**src/sv/binary_min_heap_queue_top_defines.svh**
```systemverilog
// Assertion macros for the binary min-heap queue RTL.
// Used by the controller and datapath; expects clk_i and rst_ni in scope.
`ifndef BINARY_MIN_HEAP_QUEUE_TOP_DEFINES_SVH
`define BINARY_MIN_HEAP_QUEUE_TOP_DEFINES_SVH
`ifndef NO_ASSERTIONS
`define BMHQ_ASSERT(lbl, prop, msg) \
  lbl: assert property (@(posedge clk_i) disable iff (!rst_ni) prop) else $error(msg);
`define BMHQ_NEVER(lbl, cond, msg) \
  lbl: assert property (@(posedge clk_i) disable iff (!rst_ni) !(cond)) else $error(msg);
`else
`define BMHQ_ASSERT(lbl, prop, msg)
`define BMHQ_NEVER(lbl, cond, msg)
`endif
`endif

```
**src/sv/bmhq_pkg.sv**
```systemverilog
// Shared types and constants of the binary min-heap queue.
// No dependencies.
`timescale 1ns / 1ps
`default_nettype none
package bmhq_pkg;
  localparam int unsigned KEY_W  = 32;
  localparam int unsigned PAY_W  = 32;
  localparam int unsigned STAT_W = 2;
  localparam int unsigned OCC_W  = 11;

  localparam logic CMD_INSERT = 1'b0;
  localparam logic CMD_POP    = 1'b1;

  localparam logic [STAT_W-1:0] ST_DONE  = 2'd0;
  localparam logic [STAT_W-1:0] ST_EMPTY = 2'd1;
  localparam logic [STAT_W-1:0] ST_FULL  = 2'd2;

  typedef struct packed {
    logic [KEY_W-1:0] key;
    logic [PAY_W-1:0] payload;
  } entry_t;

  localparam int unsigned ENTRY_W = $bits(entry_t);

  typedef struct packed {
    logic start;
    logic pop_rd;
    logic pop_ld;
    logic up_rd;
    logic up_cmp;
    logic dn_rd;
    logic dn_cmp;
    logic finish;
  } dp_cmd_t;

  typedef struct packed {
    logic full;
    logic empty;
    logic last_one;
    logic at_root;
    logic up_swap;
    logic dn_stop;
  } dp_sts_t;
endpackage
`default_nettype wire

```
**src/sv/bmhq_ctrl.sv**
```systemverilog
// Sequencer of the binary min-heap queue: insert sift-up, pop sift-down, result.
// Depends on bmhq_pkg and binary_min_heap_queue_top_defines.svh.
`timescale 1ns / 1ps
`default_nettype none
`include "binary_min_heap_queue_top_defines.svh"
module bmhq_ctrl (
  input  wire logic              clk_i,
  input  wire logic              rst_ni,
  input  wire logic              in_valid_i,
  input  wire logic              in_command_i,
  output logic                   in_ready_o,
  input  wire logic              out_ready_i,
  output logic                   out_valid_o,
  input  wire bmhq_pkg::dp_sts_t sts_i,
  output bmhq_pkg::dp_cmd_t      cmd_o
);
  typedef enum logic [2:0] {
    S_IDLE, S_POP_RD, S_POP_LD, S_UP_RD, S_UP_CMP, S_DN_RD, S_DN_CMP, S_RESP
  } state_e;

  state_e state_q, state_d;
  logic   out_valid_q, out_valid_d;
  logic   accept;

  assign in_ready_o = (state_q == S_IDLE);
  assign accept     = in_valid_i && in_ready_o;

  always_comb begin
    cmd_o        = '0;
    state_d      = state_q;
    unique case (state_q)
      S_IDLE: begin
        if (accept) begin
          cmd_o.start = 1'b1;
          if (in_command_i == bmhq_pkg::CMD_INSERT) begin
            state_d = sts_i.full ? S_RESP : S_UP_RD;
          end else begin
            state_d = sts_i.empty ? S_RESP : S_POP_RD;
          end
        end
      end
      S_POP_RD: begin
        cmd_o.pop_rd = 1'b1;
        state_d      = S_POP_LD;
      end
      S_POP_LD: begin
        cmd_o.pop_ld = 1'b1;
        state_d      = sts_i.last_one ? S_RESP : S_DN_RD;
      end
      S_UP_RD: begin
        cmd_o.up_rd = 1'b1;
        state_d     = sts_i.at_root ? S_RESP : S_UP_CMP;
      end
      S_UP_CMP: begin
        cmd_o.up_cmp = 1'b1;
        state_d      = sts_i.up_swap ? S_UP_RD : S_RESP;
      end
      S_DN_RD: begin
        cmd_o.dn_rd = 1'b1;
        state_d     = S_DN_CMP;
      end
      S_DN_CMP: begin
        cmd_o.dn_cmp = 1'b1;
        state_d      = sts_i.dn_stop ? S_RESP : S_DN_RD;
      end
      S_RESP: begin
        if (!out_valid_q || out_ready_i) begin
          cmd_o.finish = 1'b1;
          state_d      = S_IDLE;
        end
      end
      default: state_d = S_IDLE;
    endcase
  end

  always_comb begin
    out_valid_d = out_valid_q;
    if (cmd_o.finish) begin
      out_valid_d = 1'b1;
    end else if (out_ready_i) begin
      out_valid_d = 1'b0;
    end
  end

  always_ff @(posedge clk_i or negedge rst_ni) begin
    if (!rst_ni) begin
      state_q     <= S_IDLE;
      out_valid_q <= 1'b0;
    end else begin
      state_q     <= state_d;
      out_valid_q <= out_valid_d;
    end
  end

  assign out_valid_o = out_valid_q;

  `BMHQ_NEVER(a_no_overwrite, cmd_o.finish && out_valid_q && !out_ready_i, "result word overwritten")
  `BMHQ_ASSERT(a_empty_pop, accept && in_command_i == bmhq_pkg::CMD_POP && sts_i.empty |=> state_q == S_RESP, "empty pop not answered at once")
endmodule
`default_nettype wire

```
**config.mk**
```make
export PLATFORM = sky130hd
export DESIGN_NAME = bmhq_ctrl
export DESIGN_NICKNAME = d
export VERILOG_FILES = /design/src/sv/bmhq_pkg.sv /design/src/sv/bmhq_ctrl.sv
export VERILOG_INCLUDE_DIRS = /design/src /design/src/sv
export SDC_FILE = /design/constraint.sdc
export NUM_CORES = 1
export LEC_CHECK = 0
export BUFFER_PORTS_ARGS = -buffer_cell sky130_fd_sc_hd__clkbuf_2
export CORE_AREA = 2 2 39 41
export DETAILED_ROUTE_END_ITERATION = 8
export DIE_AREA = 0 0 41 43
export GPL_TIMING_DRIVEN = 0
export PLACE_DENSITY = 0.56
export SLEW_MARGIN = 5
export SYNTH_ARGS = -nofsm -noshare
export SYNTH_HDL_FRONTEND = slang
export SYNTH_SLANG_ARGS = --single-unit
```
**constraint.sdc**
```tcl
create_clock -name clk_i -period 3.4 [get_ports clk_i]
set_input_delay 0.68 -clock clk_i [delete_from_list [all_inputs] [get_ports clk_i]]
set_output_delay 0.68 -clock clk_i [all_outputs]
set_load 0.03 [all_outputs]
```
==> results.toml, run 1 <==
[outcome]
status = "completed"

[layout]
final_cells = 75
multi_input_area_sq_um = 199
area_delta_synth_final_pct = 42.7
fill_cells = 149
fin_nets = 72
drive_gt1_frac = 0.593
seq_area_sq_um = 100
diodes = 0
postLayoutCoreUtil = 0.344

[routing]
dr.pass1.iters = 1
wl_per_cell_um = 9.83
route.detailed.drc = 0
postRouteAntennaNets = 0
routed_wirelength_um = 737
drtIter0Drc = 0
via_per_inst = 4.39
vias = 329

[clock_network]
clkTransAtPathRegs_ns = 0.04
post_cts_buffers = 0
cts_tree = "done"
clk_path_buf_depth = 2
cts_sinks = 4
cts_hold_buf = 0
clockRootBuffer = "clkbuf_4"
htreeDepth = 1
numCtsBuffers = 3
ctsResizeCount = 0
clock_latency_ns = 0.23

[global_routing]
grt_max_degree = 11
grt_overflow = 0
grt_pass1_vias = 299
grt_pass1_wl_mm = 1.07
track_usage = 0.0928
antenna_found_initial = 0

[synthesis]
yosys_warnings = 0
synth_area_sq_um = 334
synth-seq-cells = 4
yosys-top-cells-area = "dfrtp_1 (30%), nor3b_1 (6.7%), and3b_2 (6.0%)"
syn_inst = 36
yosysSeqAreaShare = 0.300
synth_edf_count = 0
yosysTopAreaCell = "dfrtp_1"
synth-main-ff-cell = "dfrtp_1"
synth_top_area_share = 0.300
synth_most_common_cell = "dfrtp_1"
synth-async-reset-ratio = 1.00
synth_cell_types = 24
syn_nets = 47
syn_avg_cell_area_sq_um = 9.28
synth_commonest_cells = "dfrtp_1 (4), nand2b_1 (3), nor3b_1 (3)"

[timing]
rsz0062_at_grt = "false"
setup_ws_ns = 1.33
finClkSkew_ns = 0.00328
setup-violations-final = 0
slew_violations = 0
hold_violations = 0
max_freq_mhz = 483
fin_crit_ns = 2.07
layout_worst_path_cycle_share = 0.609
fin_setup_tns_ns = 0
slew_headroom = 0.852
tightest_slew_ns = 0.221

[job]
cap_violations = 0

[critical_path]
end_kind = "output pin"
crit_slowest_cell = "dfrtp_1"
cp.required_ns = 2.72
slowest_delay_ns = 0.40
critPathLaunchType = "register"
worstPathCellList = "or3_4 > inv_2 > and2_1 > clkbuf_2"
crit_family = "simple AND/OR/NAND/NOR gates"
worst-path-buf-inv = 2
path_class = "reg -> out"
cp.arrival_ns = 1.39
worst-path-max-fanout = 4

[floorplan]
pin_count = 21
die_h_um = 43
die_area_sq_um = 1760
initial_core_util = 0.241
die_w_um = 41
fp-row-count = 14
coreArea_sq_um = 1380

[power]
leakagePower_nw = 0.248
pwr_density_cell_nw_per_um2 = 997
irDropWorstVdd_mv = 0.352

[place]
dp_slack_ns = 1.41
numPortBuffers = 20
gp_congestion = 0.600
numPlacedInstances = 72

[worst_hold_path]
hold_path_class = "in -> async"
worst reg2reg max path: cells and delay by family, from the launching register on:
family / cells / cell delay, ns
multiplexers: 1 / 0.19
buffers and inverters: 1 / 0.16
AO/OA/AOI/OAI: 2 / 0.28
flip-flops: 1 / 0.40
per-layer routing:
layer | vias to the layer above | global-route usage | share of wire
li1 | 171 | - | -
met1 | 143 | 0.0948 | 0.44
met2 | 15 | 0.150 | 0.47
met3 | 0 | 0.0157 | 0.091
met4 | 0 | 0.0800 | 0
met5 | - | 0 | 0
cell families (layout without fill, tap and decap cells):
group | Yosys count | in the layout | synth area share
AO/OA/AOI/OAI | 7 | 7 | 0.165
flip-flops | 4 | 4 | 0.300
multiplexers | 3 | 3 | 0.0936
buffers and inverters | 5 | 28 | 0.105
AND/OR/NAND/NOR | 17 | 17 | 0.337
power breakdown:
part           total (mW)  switching [mW]  internal [mW]
Clock              0.0573          0.0179         0.0394
Sequential         0.0907          0.0185         0.0722
Combinational       0.327           0.193          0.134
path summary, 6_finish.rpt:
check	from	endpoint	slack (ns)	depth (start not counted)
max reg2reg	state_q[2]$_DFFE_PN0P_	state_q[1]$_DFFE_PN0P_	2.25	4
max	state_q[1]$_DFFE_PN0P_	cmd_o[7]	1.33	4
min reg2reg	state_q[0]$_DFFE_PN0P_	state_q[0]$_DFFE_PN0P_	0.61	2
min in group clk_i	state_q[0]$_DFFE_PN0P_	state_q[0]$_DFFE_PN0P_	0.61	2
max in group asynchronous	rst_ni	out_valid_o$_DFFE_PN0P_	3.04	1
min	rst_ni	state_q[1]$_DFFE_PN0P_	0.24	1
layout by cell type, fill, tap and decap left out:
| cell type | n |
|---|---|
| and2_1 | 1 |
| nor2b_1 | 1 |
| nand3_1 | 1 |
| a21oi_1 | 2 |
| nor3_1 | 1 |
| mux2i_1 | 2 |
| clkbuf_2 | 20 |
| mux2_2 | 1 |
| buf_6 | 1 |
| buf_4 | 2 |
| nor2_1 | 1 |
| and3b_2 | 2 |
| dfrtp_1 | 4 |
| inv_2 | 1 |
| nand2b_1 | 3 |
| or3_4 | 1 |
| o21a_1 | 1 |
| a211oi_1 | 1 |
| clkbuf_4 | 3 |
| nand2_1 | 2 |
| o22a_1 | 1 |
| nor2_2 | 1 |
| buf_2 | 1 |
| o22ai_2 | 1 |
| nor3b_1 | 3 |
| a21oi_2 | 1 |
area by class of cell:
cell class,count,area share
buffer,4,0.0656
clock buffer,3,0.0472
inverter,1,0.00787
multi-input combinational,27,0.417
sequential,4,0.210
tap,16,0.0420
timing repair buffer,20,0.210
state kept, by name, summed over array words and instances, names as in the netlist:
| name | cells |
|---|---|
| out_valid_o | 1 |
| state_q | 3 |
per-stage QoR:
step	instance area (sq um)	total power, mW	hold WS (ns)
floorplan	334	0.349	0.384
global placement	454	0.419	0.489
detailed placement	454	0.423	0.488
CTS	477	0.485	0.233
global route	477	0.515	0.243
finish	477	0.475	0.243
Note: power is estimated with default switching activity, not from simulation.
==> run 2, diff against run 1 <==
==> constraint.sdc (replaced) <==
create_clock -name clk_i -period 1.95 [get_ports clk_i]
set_input_delay 0.39 -clock clk_i [delete_from_list [all_inputs] [get_ports clk_i]]
set_output_delay 0.39 -clock clk_i [all_outputs]
set_load 0.03 [all_outputs]
==> results.toml, run 2 (synthesis gave the netlist of run 1 again) <==
[outcome]
status = "completed"

[clock_network]
clk_path_buf_depth = 2
clock_latency_ns = 0.23
clkTransAtPathRegs_ns = 0.04
numCtsBuffers = 3
cts_sinks = 4
htreeDepth = 1
clockRootBuffer = "clkbuf_4"
cts_tree = "done"

[routing]
via_per_inst = 4.38
postRouteAntennaNets = 0
route.detailed.drc = 0
routed_wirelength_um = 742
vias = 333
drtIter0Drc = 0
wl_per_cell_um = 9.76
dr.pass1.iters = 1

[critical_path]
end_kind = "output pin"
cp.required_ns = 1.56
critPathLaunchType = "register"
path_class = "reg -> out"
cp.arrival_ns = 1.39
worst-path-max-fanout = 4

[global_routing]
grt_pass1_vias = 305
grt_max_degree = 11
grt_overflow = 0
grt_pass1_wl_mm = 1.08
antenna_found_initial = 0
track_usage = 0.0938

[floorplan]
pin_count = 21
fp-row-count = 14
die_w_um = 41
die_area_sq_um = 1760
initial_core_util = 0.241
die_h_um = 43
coreArea_sq_um = 1380

[layout]
regMostFlops = "state_q"
largest_register_ffs = 3
final_common_cell = "clkbuf_2"
area_delta_synth_final_pct = 45.7
diodes = 0
final_cell_mix = "clkbuf_2 (20), dfrtp_1 (4), nor3b_1 (3), nand2b_1 (3), clkbuf_4 (3)"
drive_gt1_frac = 0.583
fin_nets = 73

[place]
dp_slack_ns = 0.409
numPortBuffers = 20
gp_congestion = 0.600

[timing]
setup-violations-final = 0
tightest_slew_ns = 0.221
layout_worst_path_cycle_share = 0.913
slew_violations = 0
rsz0062_at_grt = "false"
setup_ws_ns = 0.169
fin_crit_ns = 1.78
slew_headroom = 0.852
max_freq_mhz = 561
fin_setup_tns_ns = 0
finClkSkew_ns = 0.00328
hold_violations = 0

[job]
cap_violations = 0

[power]
comb_power_share = 0.689
leakagePower_nw = 0.252
clock_power_share = 0.120
irDropWorstVdd_mv = 0.613
internal_power_mw = 0.430
seq_power_share = 0.190
pwr_density_cell_nw_per_um2 = 1710
netSwitchingFraction = 0.482
power_switching_mw = 0.400

[worst_hold_path]
hold_path_class = "in -> reg"
## run 2: cell types whose count changed in the layout (fill, tap and decap cells not counted), sizes merged
cell / delta
dlygate4sd3: +1
## run 2: final timing paths
path | cells past startpoint | from | to | slack [ns]
min in group asynchronous | 2 | rst_ni | state_q[1]$_DFFE_PN0P_ | 0.49
min | 2 | in_valid_i | state_q[2]$_DFFE_PN0P_ | 0.44
max in group asynchronous | 2 | rst_ni | out_valid_o$_DFFE_PN0P_ | 1.34
max | 4 | state_q[1]$_DFFE_PN0P_ | cmd_o[7] | 0.17
min reg2reg | 2 | state_q[0]$_DFFE_PN0P_ | state_q[0]$_DFFE_PN0P_ | 0.61
max reg2reg | 4 | state_q[2]$_DFFE_PN0P_ | state_q[1]$_DFFE_PN0P_ | 0.80
## run 2: power by group through the flow
stage	registers (mW)	clock network, mW	logic [mW]
after detailed placement	0.159	0	0.579
after floorplan	0.172	0	0.435
after global routing	0.164	0.111	0.626
final	0.158	0.0999	0.572
after CTS	0.158	0.108	0.580
after global placement	0.156	0	0.573
## run 2: per-stage QoR
stage | cell area (sq um) | hold slack (ns) | cells | power [mW] | utilization
after floorplan | 334 | 0.0944 | 36 | 0.608 | -
after global placement | 454 | 0.199 | 72 | 0.730 | 0.328
after detailed placement | 454 | 0.198 | 72 | 0.737 | 0.328
after CTS | 487 | 0.442 | 76 | 0.847 | 0.352
after global routing | 487 | 0.455 | 76 | 0.900 | 0.352
final | 487 | 0.444 | 76 | 0.830 | 0.352
## run 2: layer usage
metal  GRT usage  share of wire  up-vias
li1            -              -      173
met1      0.0915           0.42      145
met2       0.156           0.48       15
met3      0.0157          0.096        0
met4      0.0800              0        0
met5           0              0        -
## run 2: layout make-up
class / count / area (sq um)
inverters: 1 / 3.75
repair buffers: 21 / 110
multi-input cells: 27 / 199
flip-flops and latches: 4 / 100
clock buffers: 3 / 22.5
well taps: 16 / 20.0
fillers: 148 / 897
plain buffers: 4 / 31.3
## run 2: what timing repair did
action / CTS / global route
hold buffers: 1 / 0
endpoints found under the hold margin: 4 / 0
resized for setup: 0 / 0
setup buffers: 0 / 0
## run 2: worst max-delay path, cell delays in order (launching register included)
cell and delay [ns]:
dfrtp_1 0.40, or3_4 0.40, inv_2 0.06, and2_1 0.11
clkbuf_2 0.19
==> run 3, diff against run 2 <==
==> constraint.sdc (replaced) <==
create_clock -name clk_i -period 1.95 [get_ports clk_i]
set_input_delay 0.39 -clock clk_i [delete_from_list [all_inputs] [get_ports clk_i]]
set_output_delay 0.39 -clock clk_i [all_outputs]
set_load 0.1 [all_outputs]
==> results.toml, run 3 (synthesis gave the netlist of run 1 again) <==
[outcome]
status = "completed"

[critical_path]
startpoint = "state_q[1]$_DFFE_PN0P_"
critPathLaunchType = "register"
cp.required_ns = 1.56
end_kind = "output pin"
worst-path-max-fanout = 4
path_class = "reg -> out"
r2r_start = "state_q[2]$_DFFE_PN0P_"
cp.arrival_ns = 1.48

[clock_network]
clockRootBuffer = "clkbuf_4"
numCtsBuffers = 3
cts_tree = "done"
clk_path_buf_depth = 2
htreeDepth = 1
cts_sinks = 4
clkTransAtPathRegs_ns = 0.04
post_cts_buffers = 0
clock_latency_ns = 0.23

[global_routing]
grt_pass1_wl_mm = 1.09
antenna_found_initial = 0
grt_overflow = 0
track_usage = 0.0929
grt_pass1_vias = 307
grt_max_degree = 11

[floorplan]
die_area_sq_um = 1760
fp-row-count = 14
pin_count = 21
initial_core_util = 0.241
coreArea_sq_um = 1380
die_w_um = 41
die_h_um = 43

[timing]
fin_crit_ns = 1.87
setup-violations-final = 0
slew_headroom = 0.641
hold_violations = 0
rsz0062_at_grt = "false"
max_freq_mhz = 536
finClkSkew_ns = 0.000178
layout_worst_path_cycle_share = 0.957
slew_violations = 0
tightest_slew_ns = 0.540

[routing]
via_per_inst = 4.41
dr.pass1.iters = 1
wl_per_cell_um = 9.64
drtIter0Drc = 0
vias = 335
routed_wirelength_um = 733
route.detailed.drc = 0
postRouteAntennaNets = 0

[layout]
area_delta_synth_final_pct = 54.7
diodes = 0
final_common_cell = "clkbuf_2"
multi_input_area_sq_um = 219
fill_cells = 151
regMostFlops = "state_q"
final_cell_mix = "clkbuf_2 (15), clkbuf_4 (6), dfrtp_1 (4)"
fin_nets = 73
final_cells = 76
seq_area_sq_um = 100
drive_gt1_frac = 0.667
largest_register_ffs = 3

[place]
numPlacedInstances = 72
gp_congestion = 0.634
numPortBuffers = 20
dpl.hpwl_um = 601

[worst_hold_path]
worst_hold_startpoint = "in_valid_i"
hold_path_class = "in -> reg"

[job]
cap_violations = 0
run 3: final timing paths:
| check | end | slack [ns] | depth (start not counted) |
|---|---|---|---|
| hold reg to reg | state_q[0]$_DFFE_PN0P_ | 0.62 | 2 |
| min in group asynchronous | state_q[2]$_DFFE_PN0P_ | 0.50 | 2 |
| hold / removal | state_q[2]$_DFFE_PN0P_ | 0.45 | 2 |
| max in group asynchronous | state_q[0]$_DFFE_PN0P_ | 1.33 | 2 |
| setup / recovery | cmd_o[7] | 0.08 | 4 |
| setup reg to reg | state_q[1]$_DFFE_PN0P_ | 0.79 | 4 |
run 3: critical path, cell delays in order (launching register included):
cell,delay (ns)
dfrtp_1,0.39
or3_4,0.39
inv_2,0.06
and2_4,0.12
buf_4,0.27
run 3: repair_timing:
item,4_1_cts,5_1_grt
endpoints found under the hold margin,4,0
hold buffers,1,0
pin swaps,0,0
gates resized for setup,2,6
gates cloned,0,0
endpoints found under the setup margin,2,4
run 3: layer usage:
layer | vias to the layer above | global-route usage | part of all wire
li1 | 174 | - | -
met1 | 149 | 0.0984 | 0.40
met2 | 12 | 0.147 | 0.52
met3 | 0 | 0.0157 | 0.080
met4 | 0 | 0.0800 | 0
met5 | - | 0 | 0
run 3: final cells by class:
type / instances / share of cell area
buffer: 4 / 0.0605
clock buffer: 3 / 0.0436
inverter: 1 / 0.00726
multi-input combinational: 27 / 0.424
sequential: 4 / 0.194
tap: 16 / 0.0387
timing repair buffer: 21 / 0.232
run 3: stage by stage:
stage	util	area, sq um	hold WS (ns)	setup slack [ns]	setup TNS (ns)
after floorplan	-	354	0.0944	-0.231	-0.667
after global placement	0.343	474	0.199	0.155	0
after detailed placement	0.343	474	0.200	0.152	0
after CTS	0.370	512	0.441	0.0144	0
after global routing	0.373	517	0.449	0.00145	0
final	0.373	517	0.454	0.0838	0
Power of run 3 is not shown: default switching activity piles up to over one toggle a cycle in this logic, so the estimate is an artifact.
